## src/hdl/rpd_pkg.sv

```systemverilog
// Shared constants and types for the remote packet deframer.
package rpd_pkg;

    localparam logic [7:0] HDR_FIRST  = 8'hFF;
    localparam logic [7:0] HDR_SECOND = 8'h55;

    typedef enum logic [1:0] {
        STATUS_NONE = 2'd0,
        STATUS_GOOD = 2'd1,
        STATUS_BAD  = 2'd2
    } status_t;

    typedef struct packed {
        status_t     packet_status;
        logic [15:0] data_word;
    } result_t;

endpackage

```

## src/hdl/rpd_if.sv

```systemverilog
// Valid/ready channel interfaces for received bytes and deframed results.
interface rpd_byte_if;
    logic       valid;
    logic       ready;
    logic [7:0] rx_byte;

    modport source (output valid, output rx_byte, input ready);
    modport sink   (input valid, input rx_byte, output ready);
endinterface

interface rpd_result_if;
    logic             valid;
    logic             ready;
    rpd_pkg::status_t packet_status;
    logic [15:0]      data_word;

    modport source (output valid, output packet_status, output data_word, input ready);
    modport sink   (input valid, input packet_status, input data_word, output ready);
endinterface

```

## src/hdl/rpd_framer.sv

```systemverilog
// Packet framing state machine: tracks the byte position and checks complements.
module rpd_framer (
    input  logic             clk,
    input  logic             rst_n,
    input  logic             step,
    input  logic [7:0]       rx_byte,
    output rpd_pkg::result_t result
);
    import rpd_pkg::*;

    typedef enum logic [2:0] {
        POS_HUNT     = 3'd0,
        POS_HDR2     = 3'd1,
        POS_LOW      = 3'd2,
        POS_LOW_CHK  = 3'd3,
        POS_HIGH     = 3'd4,
        POS_HIGH_CHK = 3'd5
    } pos_t;

    pos_t       pos_reg,      pos_next;
    logic [7:0] low_reg,      low_next;
    logic       low_ok_reg,   low_ok_next;
    logic [7:0] high_reg,     high_next;
    logic [7:0] inv_byte;

    assign inv_byte = ~rx_byte;

    always_comb
    begin
        pos_next             = POS_HUNT;
        low_next             = low_reg;
        low_ok_next          = low_ok_reg;
        high_next            = high_reg;
        result.packet_status = STATUS_NONE;
        result.data_word     = 16'h0000;
        case (pos_reg)
            POS_HDR2:
            begin
                if (rx_byte == HDR_SECOND)
                    pos_next = POS_LOW;
                else if (rx_byte == HDR_FIRST)
                    pos_next = POS_HDR2;
                else
                    pos_next = POS_HUNT;
            end
            POS_LOW:
            begin
                low_next = rx_byte;
                pos_next = POS_LOW_CHK;
            end
            POS_LOW_CHK:
            begin
                low_ok_next = (low_reg == inv_byte);
                pos_next    = POS_HIGH;
            end
            POS_HIGH:
            begin
                high_next = rx_byte;
                pos_next  = POS_HIGH_CHK;
            end
            POS_HIGH_CHK:
            begin
                // Both complement checks decide the packet on its last byte.
                if (low_ok_reg && (high_reg == inv_byte))
                begin
                    result.packet_status = STATUS_GOOD;
                    result.data_word     = {high_reg, low_reg};
                end
                else
                begin
                    result.packet_status = STATUS_BAD;
                end
                pos_next = POS_HUNT;
            end
            default:
            begin
                pos_next = (rx_byte == HDR_FIRST) ? POS_HDR2 : POS_HUNT;
            end
        endcase
    end

    always_ff @(posedge clk or negedge rst_n)
    begin
        if (!rst_n)
        begin
            pos_reg    <= POS_HUNT;
            low_reg    <= 8'h00;
            low_ok_reg <= 1'b0;
            high_reg   <= 8'h00;
        end
        else if (step)
        begin
            pos_reg    <= pos_next;
            low_reg    <= low_next;
            low_ok_reg <= low_ok_next;
            high_reg   <= high_next;
        end
    end

endmodule

```

## src/hdl/remote_packet_deframer.sv

```systemverilog
// Remote packet deframer top level: input register, framer and result register.
//
// The block takes one received byte per word on the rx channel and returns
// exactly one result word per byte on the pkt channel. A packet is the header
// 0xFF 0x55 followed by the low data byte, its complement, the high data byte
// and its complement. The result word of the sixth packet byte carries status
// good with the 16-bit data word, or status bad with a zero data word when a
// complement check failed. Every other byte yields status none and zero data.
//
// A byte accepted into the input register is decoded by the framer as it
// moves into the result register, from which its result is offered. The
// throughput is one byte per cycle while the receiver does not stall; the
// framer is a single byte-wide state machine, so nothing limits it further.
//
// Reset clears both pipeline valid flags and returns the framer to the header
// hunt. When the receiver stalls, the result register holds its word and the
// input register can still take one more byte before rx.ready drops, so the
// sender sees back-pressure one word after the receiver.
module remote_packet_deframer (
    input  logic          clk,
    input  logic          rst_n,
    rpd_byte_if.sink      rx,
    rpd_result_if.source  pkt
);
    import rpd_pkg::*;

    logic       in_valid_reg;
    logic [7:0] in_byte_reg;
    logic       out_valid_reg;
    result_t    out_reg;
    result_t    framer_result;
    logic       out_free;
    logic       advance;

    // The result register can take a new word when empty or being drained.
    assign out_free = !out_valid_reg || pkt.ready;
    assign advance  = in_valid_reg && out_free;
    assign rx.ready = !in_valid_reg || out_free;

    rpd_framer u_framer (
        .clk     (clk),
        .rst_n   (rst_n),
        .step    (advance),
        .rx_byte (in_byte_reg),
        .result  (framer_result)
    );

    always_ff @(posedge clk or negedge rst_n)
    begin
        if (!rst_n)
        begin
            in_valid_reg  <= 1'b0;
            out_valid_reg <= 1'b0;
        end
        else
        begin
            if (rx.ready)
                in_valid_reg <= rx.valid;
            if (out_free)
                out_valid_reg <= in_valid_reg;
        end
    end

    // Payload registers load without reset.
    always_ff @(posedge clk)
    begin
        if (rx.valid && rx.ready)
            in_byte_reg <= rx.rx_byte;
        if (advance)
            out_reg <= framer_result;
    end

    assign pkt.valid         = out_valid_reg;
    assign pkt.packet_status = out_reg.packet_status;
    assign pkt.data_word     = out_reg.data_word;

endmodule

```

## src/flat_wrapper.sv

```systemverilog
// flat-port wrapper written by rule: the top's interface ports become plain ports
module remote_packet_deframer_flat import rpd_pkg::*;
  (clk, rst_n, rx_valid, rx_rx_byte, rx_ready, pkt_valid, pkt_packet_status, pkt_data_word, pkt_ready);
  rpd_byte_if rx_i ();
  rpd_result_if pkt_i ();
  input  logic clk;
  input  logic rst_n;
  input wire logic [$bits(rx_i.valid)-1:0] rx_valid;
  input wire logic [$bits(rx_i.rx_byte)-1:0] rx_rx_byte;
  output wire logic [$bits(rx_i.ready)-1:0] rx_ready;
  output wire logic [$bits(pkt_i.valid)-1:0] pkt_valid;
  output wire logic [$bits(pkt_i.packet_status)-1:0] pkt_packet_status;
  output wire logic [$bits(pkt_i.data_word)-1:0] pkt_data_word;
  input wire logic [$bits(pkt_i.ready)-1:0] pkt_ready;
  assign rx_i.valid = rx_valid;
  assign rx_i.rx_byte = rx_rx_byte;
  assign rx_ready = rx_i.ready;
  assign pkt_valid = pkt_i.valid;
  assign pkt_packet_status = pkt_i.packet_status;
  assign pkt_data_word = pkt_i.data_word;
  assign pkt_i.ready = pkt_ready;
  remote_packet_deframer u_core (.clk(clk), .rst_n(rst_n), .rx(rx_i), .pkt(pkt_i));
endmodule
```

## config.mk

```make
export PLATFORM = sky130hd
export DESIGN_NAME = remote_packet_deframer_flat
export DESIGN_NICKNAME = d
export VERILOG_FILES = /design/src/hdl/rpd_pkg.sv /design/src/hdl/rpd_if.sv /design/src/hdl/rpd_framer.sv /design/src/hdl/remote_packet_deframer.sv /design/src/flat_wrapper.sv
export SDC_FILE = /design/constraint.sdc
export NUM_CORES = 1
export LEC_CHECK = 0
export BUFFER_PORTS_ARGS = -buffer_cell sky130_fd_sc_hd__clkbuf_2
export CAP_MARGIN = 25
export CORE_MARGIN = 1
export CORE_UTILIZATION = 35
export CTS_CLUSTER_SIZE = 14
export DETAILED_ROUTE_END_ITERATION = 16
export PLACE_DENSITY = 0.5
export SYNTH_ARGS = -nofsm -noshare
export SYNTH_HDL_FRONTEND = slang
export SYNTH_SLANG_ARGS = --single-unit
export TNS_END_PERCENT = 5
```

## constraint.sdc

```tcl
create_clock -name clk -period 3.6 [get_ports clk]
set_clock_uncertainty 0.05 [all_clocks]
set_input_delay 0.36 -clock clk [delete_from_list [all_inputs] [get_ports clk]]
set_output_delay 0.36 -clock clk [all_outputs]
set_load 0.005 [all_outputs]
```

# --- After elaboration in Yosys (flattened, before gate mapping) ---
# Cells that the tools add are included.
word_totals:
  regBits: 48
  latch_bits: 0
  ram_bits: 0
  mem_bits_ro: 0
  inputBits: 12
  output_inout_bits: 20
  word_cells: 34
  n_memories: 0
op_classes:
  n_addsub: 0
  mul: 0
  div_mod_pow: 0
  n_lt_le_gt_ge: 0
  eq_ne: 9
  shift: 0
  mux: 4
  bitwise_logic: 1
  reduce_logical: 11
op_table:
  columns: ["operator", "count"]
  rows:
  - ["8-bit equality test", 2]
  - ["3-bit one-hot mux with 5 select lines", 1]
  - ["8-bit by 7-bit equality test with 1-bit output, second input constant", 1]
  - ["8-bit equality test, second input constant", 1]
  - ["8-bit NOT", 1]
  - ["2-bit AND reduction", 4]
  - ["3-bit by 2-bit equality test with 1-bit output, second input constant", 2]
  - ["3-bit equality test, second input constant", 2]
  - ["2-bit two-way mux", 2]
  - ["3-bit by 1-bit equality test with 1-bit output, second input constant", 1]
  - ["1-bit logical AND", 3]
  - ["1-bit logical NOT", 2]
  - ["1-bit logical OR", 2]
  - ["1-bit two-way mux", 1]

# --- Depth between registers and ports, before layout ---
logic_depth:
  word_depth: 4
  ltp_mapped: 6
  depth_no_buf: 5

# --- By module ---
# Synthesis repeated with hierarchy kept, for this count alone.
hier_totals:
  hier_cells: 136
  area_unflattened_um2: 2033.2
modules_own_cells:
  columns: ["mod", "instances", "cells_per_inst", "area_per_inst_um2", "seq_area_each_um2"]
  rows:
  - ["rpd_framer", 1, 102, 1148.6, 500.5]
  - ["remote_packet_deframer", 1, 34, 884.6, 830.8]

# --- Least setup slack after synthesis ---
# OpenSTA, ideal clock, no wires.
synth_path:
  kind: "register -> register"
  startpoint: "register u_core.out_valid_reg (netlist: u_core.pkt.valid)"
  endpoint: "register u_core.u_framer.pos_reg[2]"
  setup_time_ns: 0.119
  arrival_ns: 1.591
  required_time_ns: 3.431
  path_slack_ns: 1.840
  path_stages_with_launch: 7
  n_path_buf: 1
  period_less_slack_ns: 1.760
  path_cell_list: "dfrtp_1 > nor2b_1 > buf_2 > nand2b_1 > inv_1 > o21ai_0 > a21bo_2"
synth_via:
  elab_chain_len: 3
synth_lines:
  columns: ["element", "line", "source"]
  rows:
  - ["from (decl)", "remote_packet_deframer.sv:29", "logic out_valid_reg;"]
  - ["from (signal assigned)", "remote_packet_deframer.sv:60", "out_valid_reg <= in_valid_reg;"]
  - ["1-bit logical NOT", "remote_packet_deframer.sv:36", "assign out_free = !out_valid_reg || pkt.ready;"]
  - ["1-bit logical OR", "remote_packet_deframer.sv:36", null]
  - ["1-bit logical AND", "remote_packet_deframer.sv:37", "assign advance = in_valid_reg && out_free;"]
  - ["to (signal assigned)", "rpd_framer.sv:93", "pos_reg <= pos_next;"]
  - ["to (decl)", "rpd_framer.sv:20", "pos_t pos_reg, pos_next;"]
# No other way between the ends.
# A chain may end at the register's enable or synchronous reset.

# --- Worst setup path after layout ---
layout_path:
  startpoint: "register u_core.u_framer.pos_reg[0]"
  endpoint: "register u_core.out_reg (netlist bit u_core.pkt.data_word[12]), data pin"
layout_via:
  elab_chain_len: 2
layout_lines:
  columns: ["element", "line", "source"]
  rows:
  - ["3-bit equality test", "rpd_framer.sv:36", "case (pos_reg)"]
  - ["2-bit AND reduction (no line)", null, null]
  - ["to (signal assigned)", "remote_packet_deframer.sv:70", "out_reg <= framer_result;"]
  - ["to (decl)", "remote_packet_deframer.sv:30", "result_t out_reg;"]
# No other way between the ends.

==> impl_summary.log <==
INFO  metric run_status = finished with violations
INFO  metric required = 3.72 ns
INFO  metric postLayoutSetupSlackWorst = between 1.5 and 2 ns
INFO  metric grt_antenna_before_repair = 0
INFO  metric critPathLaunchType = flip-flop
INFO  metric worst-path-max-fanout = 17
INFO  metric grtUsageMet1 = 15.07%
INFO  metric routed_wl = around 3700 µm
INFO  metric drt_first_pass_iters = 4
INFO  metric largest_register_ffs = 16
INFO  metric cts_tree = yes
INFO  metric relSlewSlack = between 40% and 50%
INFO  metric met2_use_gr = 23.71%
INFO  metric globalplace.congestion = 0.7562
INFO  metric antenna_cells = 0
INFO  metric route.antenna.remaining_nets = 0
INFO  metric synth_edf_count = 26
INFO  metric grt-busiest-layer = met2
INFO  metric globalRoute.totalOverflow = 0
INFO  metric avgSynthCellArea = 14.43 µm²
INFO  metric drt_drc_violations_left = 0
INFO  metric leading_cell_types_in_the_layout_fill_and_taps_excluded = clkbuf_2 (31), edfxtp_1 (26), dfrtp_1 (22)
INFO  metric yosys_most_used_dff = edfxtp_1
INFO  metric top_level_ports = 32
INFO  metric syn_to_final_growth = 16.13%
INFO  metric fillerInstances = between 500 and 600
INFO  metric timing_max_transition_violations_final = 0
INFO  metric detailedPlacementHpwl = around 2600 µm
INFO  metric p_per_area = 453.5 mW/mm²
INFO  metric die_height = slightly below 80 µm
INFO  metric synthesis.yosys.warnings = 0
INFO  metric tightestPinTransition = 0.7559 ns
INFO  metric post_synth_instance_area = 0.002078 mm²
INFO  metric cap_viol_max_count = 0
INFO  metric postCtsResizedCells = 0
INFO  metric synthesis.nets = 156
INFO  metric dp_cells = ~240
INFO  metric globalRouteTotalUtil = 13.10%
INFO  metric cts_htree_levels = 2
INFO  metric synth_top_area_share = a little under two fifths
INFO  metric tritoncts_buffer_count = 5
INFO  metric core_area = 0.005608 mm²
INFO  metric period_minus_slack = 2.044 ns
INFO  metric setup_viol = 0
INFO  metric die_x = 79.06 µm
INFO  metric cts_hold_buf = 0
INFO  metric drt-wirelength-per-cell = between 10 and 15 µm
INFO  metric timing.critical_path.to_type = flip-flop
INFO  metric cts-root-buf = clkbuf_8
INFO  metric grt_pass1_wl = 6072 µm
INFO  metric initial_core_util = between 30% and 40%
INFO  metric grt_start_max_net_pins = 23
INFO  metric clk_pin_slew_worst_paths = 0.09 ns
INFO  metric critPathArrivalTime = 2.16 ns
INFO  metric clockBufferDepth = 2
INFO  metric cts_setup_buffers = 0
INFO  metric finalHoldViolCount = 5
INFO  metric place.port_buffers = 31
INFO  metric setup-tns-final = 0 ns
INFO  metric num-nets-final = 190
INFO  metric fin_crit_sh = 56.78%
INFO  metric top_achievable_clock_speed = 0.4893 GHz
INFO  metric irDropWorstVdd = 0.0001692 V
INFO  metric min_path_type = primary input to async pin
INFO  metric routed_via_density = 4.865
INFO  metric post-place-ws = 1.558 ns
INFO  metric post-layout-total-power = ~1.1 mW
INFO  metric drive_gt1_share = 43.02%
INFO  metric post_synth_inst_count = 144
INFO  metric initial_drc_count = 63
INFO  metric power.static_leakage = 1.082 nW
INFO  metric synth_cell_types = 26
INFO  metric clock-sinks = 48
INFO  metric finalHoldWorstSlack = -0.001360 ns
INFO  metric synth_largest_area_cell = edfxtp_1
INFO  metric postSynthRegisterBits = 48
INFO  metric synthArstFlopShare = 45.83%
INFO  metric seq_total_area_yosys = 64.06%
INFO  metric violations = negative hold slack
INFO  metric fp.dieArea = 0.006250 mm²
INFO  metric critPathKind = flip-flop to flip-flop
INFO  metric clkLatencyLatePin = 0.30 ns
INFO  metric post_synth_main_area_contributors = edfxtp_1 (38%), dfrtp_1 (26%), mux2_2 (9.2%)
INFO  metric most_frequent_standard_cell_in_the_layout_excluding_fill_and_tap_cells = clkbuf_2
INFO  metric placementRows = 27
INFO  metric via_count_of_the_first_global_routing_pass = approximately 1200
INFO  metric grtUsageMet3 = a little over 3%
INFO  metric post_layout_nonfiller_instances = ~250
INFO  metric detailroute.via_count = 1221
INFO  metric grt_setup_unrepaired = false
## final cells by class
type                            count  area, µm²  area share, %
Multi-Input combinational cell     91      716.9          29.70
Clock buffer                        5      68.82          2.851
Timing Repair Buffer               31      155.1          6.428
Tap cell                           72      90.09          3.733
Clock inverter                      3      47.55          1.970
Inverter                            1      3.754         0.1555
Sequential cell                    48       1331          55.16
## synth_stat cells (all sizes together), types with 4 or more instances
master / count
xor2: 16
nor2: 4
buf: 4
mux2: 17
and2: 17
nand2: 6
dfrtp: 22
edfxtp: 26
nand4: 6
nor3: 4
## logic make-up after synthesis
| family | synth area share [%] |
|---|---|
| AND/OR/NAND/NOR | 17.10 |
| flip-flops | 64.06 |
| multiplexers | 9.211 |
| XOR/XNOR | 6.743 |
| AO/OA/AOI/OAI | 1.444 |
| buffers and inverters | 1.444 |
## final timing paths
path                                            start                          end  slack, ns  depth (start not counted)
max                        u_core.u_framer.pos_reg[0]     u_core.pkt.data_word[12]       1.56                          4
min                                             rst_n  u_core.u_framer.high_reg[1]     -0.001                          1
max reg2reg                u_core.u_framer.pos_reg[0]     u_core.pkt.data_word[12]       1.56                          4
min reg2reg                u_core.u_framer.low_ok_reg   u_core.u_framer.low_ok_reg       0.47                          1
max in group asynchronous                       rst_n  u_core.u_framer.high_reg[0]       3.11                          1
min in group clk                        rx_rx_byte[3]        u_core.in_byte_reg[3]       0.18                          1
## critical path: stages (launching register included)
cell and delay, ns:
dfrtp_1 0.55, nor2b_1 0.22, nand2_1 0.13, nor4_4 0.70, and2_2 0.26
## metal layers
metal  vias up  wire, µm
met4         0        32
met2        32      1983
li1        583         -
met5         -         0
met1       602      1522
met3         4       125
## metrics by stage
step	utilization [%]	instance area, µm²
CTS	43.04	2414
detailed placement	40.96	2297
global route	43.04	2414
global placement	40.96	2297
finish	43.04	2414
floorplan	-	2078
## report_power, final
group / leakage [nW] / switching [mW] / internal [mW] / total [mW]
Combinational: 0.467 / 0.0383 / 0.0295 / 0.0678
Sequential: 0.557 / 0.0215 / 0.610 / 0.631
Clock: 0.0583 / 0.186 / 0.209 / 0.396
(Power assumes the default switching activity.)
